### src/hw/rtl/mrsrb_pkg.sv
`timescale 1ns / 1ps
// ----------------------------------------------------------------------------
// mrsrb_pkg
// Shared widths, codes and helper functions of the segmented ring buffer.
// ----------------------------------------------------------------------------
package mrsrb_pkg;

    localparam int NUM_SEGS    = 16;
    localparam int NUM_LINES   = 64;
    localparam int NUM_READERS = 4;
    localparam int BYTES_MAX   = 8;

    localparam int SEG_W  = $clog2(NUM_SEGS);
    localparam int LINE_W = $clog2(NUM_LINES);
    localparam int RD_W   = $clog2(NUM_READERS);

    // Configuration register indexes.
    localparam logic [2:0] CFG_LINES     = 3'd0;
    localparam logic [2:0] CFG_BYTES     = 3'd1;
    localparam logic [2:0] CFG_OVERWRITE = 3'd2;
    localparam logic [2:0] CFG_READERS   = 3'd3;
    localparam logic [2:0] CFG_SEGMENTS  = 3'd4;

    // Operation codes.
    localparam logic [1:0] OP_WRITE = 2'd0;
    localparam logic [1:0] OP_READ  = 2'd1;
    localparam logic [1:0] OP_RANGE = 2'd2;

    // Status codes.
    localparam logic [1:0] ST_OK   = 2'd0;
    localparam logic [1:0] ST_ARG  = 2'd1;
    localparam logic [1:0] ST_FULL = 2'd2;

    // Keeps the low n bytes of a line.
    function automatic logic [63:0] byte_mask(input logic [3:0] n);
        logic [63:0] m;
        m = '0;
        for (int b = 0; b < 8; b++) begin
            m[b*8 +: 8] = (4'(b) < n) ? 8'hff : 8'h00;
        end
        return m;
    endfunction

    // Ring pointer advance with wrap at the last line in use.
    function automatic logic [LINE_W-1:0] next_ptr(input logic [LINE_W-1:0] p,
                                                   input logic [6:0] lines);
        logic [LINE_W-1:0] r;
        if ({1'b0, p} >= (lines - 7'd1)) begin
            r = '0;
        end else begin
            r = p + 1'b1;
        end
        return r;
    endfunction

endpackage

### src/hw/rtl/mrsrb_ptr_mem.sv
`timescale 1ns / 1ps
// ----------------------------------------------------------------------------
// mrsrb_ptr_mem
// Per segment and reader read pointers; entries never written read as zero.
// ----------------------------------------------------------------------------
module mrsrb_ptr_mem
    import mrsrb_pkg::*;
(
    input  logic                    i_clk,
    input  logic                    i_rst_n,
    input  logic                    i_we,
    input  logic [SEG_W+RD_W-1:0]   i_addr,
    input  logic [LINE_W-1:0]       i_wdata,
    output logic [LINE_W-1:0]       o_rdata
);

    logic [LINE_W-1:0]             r_mem [NUM_SEGS*NUM_READERS];
    logic [NUM_SEGS*NUM_READERS-1:0] r_valid;
    logic [LINE_W-1:0]             r_rdata;
    logic                          r_rvalid;

    // Storage with a registered read.
    always_ff @(posedge i_clk) begin
        if (i_we) begin
            r_mem[i_addr] <= i_wdata;
        end
        r_rdata <= r_mem[i_addr];
    end

    // Valid bits stand in for the zero reset of the pointers.
    always_ff @(posedge i_clk) begin
        if (!i_rst_n) begin
            r_valid  <= '0;
            r_rvalid <= 1'b0;
        end else begin
            if (i_we) begin
                r_valid[i_addr] <= 1'b1;
            end
            r_rvalid <= r_valid[i_addr];
        end
    end

    assign o_rdata = r_rvalid ? r_rdata : '0;

endmodule

### config.mk
export PLATFORM = sky130hd
export DESIGN_NAME = mrsrb_ptr_mem
export DESIGN_NICKNAME = d
export VERILOG_FILES = /design/src/hw/rtl/mrsrb_pkg.sv /design/src/hw/rtl/mrsrb_ptr_mem.sv
export SDC_FILE = /design/constraint.sdc
export NUM_CORES = 1
export LEC_CHECK = 0
export BUFFER_PORTS_ARGS = -buffer_cell sky130_fd_sc_hd__clkbuf_2
export CAP_MARGIN = 20
export CORE_UTILIZATION = 30
export DETAILED_ROUTE_END_ITERATION = 16
export PLACE_DENSITY = 0.43
export SYNTH_ARGS = -nofsm -noshare
export SYNTH_HDL_FRONTEND = slang
export SYNTH_SLANG_ARGS = --single-unit
### constraint.sdc
create_clock -name i_clk -period 4.2 [get_ports i_clk]
set_clock_uncertainty 0.2 [all_clocks]
set_input_delay 0.42 -clock i_clk [delete_from_list [all_inputs] [get_ports i_clk]]
set_output_delay 0.42 -clock i_clk [all_outputs]
set_load 0.02 [all_outputs]
==> results.md <==
* First-pass DRT Iterations at 7
* Hold-fix buffers at CTS at 0
* Fin crit share at 65.49%
* Largest family of logic cells by synthesized area: multiplexers
* Peak VDD IR at 0.2835 mV
* Antenna-violating nets left at 0
* Fmax at approximately 360 MHz
* Fill cells at ~5,500
* Simple-gate area share of the yosys netlist at under 10%
* CTS tree: yes
* P_leak at 6.932 nW
* Setup CP Type: in -> reg
* RD Place Congestion at about 0.86
* Synth Net Count at around 1,100
* Area occupied by registers at approximately 13,000 sq um
* Largest net degree at the start of global routing at 48
* CP Data Required Time at 4.45 ns
* Hold Fails Final Rpt at 0
* Area leader, netlist: edfxtp_1
* Longest Clk Path Bufs at 3
* Area of the multi-input gates at 4382 sq um
* Share of cells above drive strength 1 at between 20 and 25%
* Max-Cap Viols at 0
* Row cnt at between 80 and 90
* CTS Root Cell: clkbuf_16
* Non-filler cells, final at approximately 2,000
* Initial antenna violation count at 1
* Post-CTS Resized at 0
* Post-synth EDFFs at approximately 380
* Startpoint Class: input port
* Setup WS pre-CTS at 0.9105 ns
* Starting DRC count in detailed routing at approximately 900
* Slew headroom at 41.48%
* Postcts setup bufs at 0
* Pwr Total at ~10 mW
* Multiplexer area fraction after synthesis at about 10%
* Via count at just over 10,000
* CP Max Fanout at 36
* Mapped cell area at 17,690 sq um
* DRT Wirelength at approximately 55 mm
* Min Tclk post-route at roughly 2.8 ns
* DIE AREA at ~60,000 sq um
* DRC violations left at 0
* Adder-Cell Fraction of Synth Area at 0%
* Clock Pin Slew Worst Setup and Hold Paths at 0.06 ns
* Inserted Clock Buffers at 50
* Worst Hold Class: in -> reg
* Core Area at 58,030 sq um
* Slack of the critical path at 1.449 ns
* Final #Nets at approximately 1,200
* Synth area leaders: edfxtp_1 65%, dfxtp_1 8.0%, mux4_2 5.5%
* Die Height at between 200 and 250 um
* Count leader, synth: edfxtp_1
* Slew @ Worst Pin at roughly 0.9 ns
* Syn_area_per_cell at ~16 sq um
* Worst-Skew Late Latency at 0.59 ns
* Syn Inst Count at between 1,000 and 1,500
* Initial core utilization at a little under a third
* Synth unique cells at 59
* Port bufs at 20
* Vias in the first global route at between 10,000 and 15,000
* Minimum hold slack at about 0.051 ns
* Die Wd at between 200 and 250 um
* GRT Total Usage at between 10% and 20%
* First-pass GRT wire length at ~80 mm
* Gr ovfl total at 0
* Antenna cells at 0
* Seq/Total Area, Yosys at between 70% and 80%
* Avg WL per Cell at ~27 um
* RSZ-0062 raised after global routing: no
* Async SR Flop Fraction at 0%
* Via density at about 5.1
* Worst Path Arrival at ~3.0 ns
* Status: finished, final reports clean
* Setup crit end kind: flip-flop
* Hpwl dp at roughly 36 mm
* YS warnings at 0
* Synth Area in Compound Gates at 7.475%
* Setup TNS at 0 ns
* Syn-to-layout area delta at 18.16%
* Synth top cells by count: 384 x edfxtp_1, 197 x nor2_1, 71 x dfxtp_1
* Seq cells post-synth at roughly 460
* Post-Synth XOR/XNOR Area at 0%
* Final setup viols at 0
* Placed cells at ~1,900
* I/O pins at 21
* H-tree levels at 2
* Slew Limit Fails at 0
* Pwr/cell area at 469.7 nW/um^2
* Top-area cell type share of the netlist area at 65.18%
* Sink Count at 455
* Dominant synthesized flop cell: edfxtp_1
[cell families after synthesis]
| family | Yosys count |
|---|---|
| simple gates | 283 |
| mux | 123 |
| buf+inv | 75 |
| compound gates | 171 |
| flops | 455 |
[metal layers]
layer | part of all wire [%] | global-route usage, % | vias to the layer above
li1 | - | - | 4564
met1 | 47 | 26.73 | 5470
met2 | 46 | 29.00 | 297
met3 | 5.2 | 2.777 | 65
met4 | 2.1 | 5.018 | 2
met5 | 0.027 | 0 | -
[stage by stage]
stage	cell area [sq um]	utilization [%]
6_report	20910	36.03
3_3_place_gp	19280	33.22
3_5_place_dp	19300	33.26
5_1_grt	20910	36.03
4_1_cts	20910	36.03
2_1_floorplan	17690	-
[area by class of cell]
cell class / instances / share of cell area [%]
Multi-Input combinational cell: 577 / 20.96
Clock buffer: 73 / 6.787
Timing Repair Buffer: 134 / 4.728
Clock inverter: 18 / 0.8978
Sequential cell: 455 / 61.96
Tap cell: 765 / 4.579
Inverter: 5 / 0.08978
[flip-flops by register name (all words and copies together) (netlist names)]
register,count
r_mem,384
r_rdata,6
r_rvalid,1
r_valid,64
[power by group]
part / leakage [nW] / switching [mW] / internal (mW) / total, mW
Clock: 0.782 / 1.76 / 2.58 / 4.34
Combinational: 2.12 / 0.366 / 0.173 / 0.540
Sequential: 4.03 / 0.0119 / 4.93 / 4.94
Total: 6.93 / 2.14 / 7.68 / 9.82
[worst max-delay path: stages]
cell and delay [ns]:
buf_4 0.42, buf_4 0.50, mux2_2 0.44, a221o_1 0.30
a22oi_1 0.32, a2bb2oi_1 0.38, nand4_1 0.13
[path summary, 6_finish.rpt]
kind	start	endpoint	slack [ns]	cells past startpoint
max reg2reg	r_mem[51][0]	r_rdata[0]	1.79	5
min reg2reg	r_valid[20]	r_valid[20]	0.26	2
max	i_addr[2]	r_rdata[1]	1.45	7
min	i_rst_n	r_valid[24]	0.05	2
[placed cells by master, fill, tap and decap left out, types with 8 or more instances in the layout]
master and n:
edfxtp_1 384, nor2_1 196, buf_4 115, dfxtp_1 71
clkbuf_16 51, mux2_2 50, mux4_2 43, a221oi_1 31
a22oi_1 31, nand2_1 30, mux2i_1 28, a221o_1 19
a21oi_1 18, clkbuf_2 17, clkbuf_1 16, o22ai_1 14
o21ai_0 13, and2_1 10, nor2b_1 8, nand3_1 8
Power figures use the tool's default switching activity.
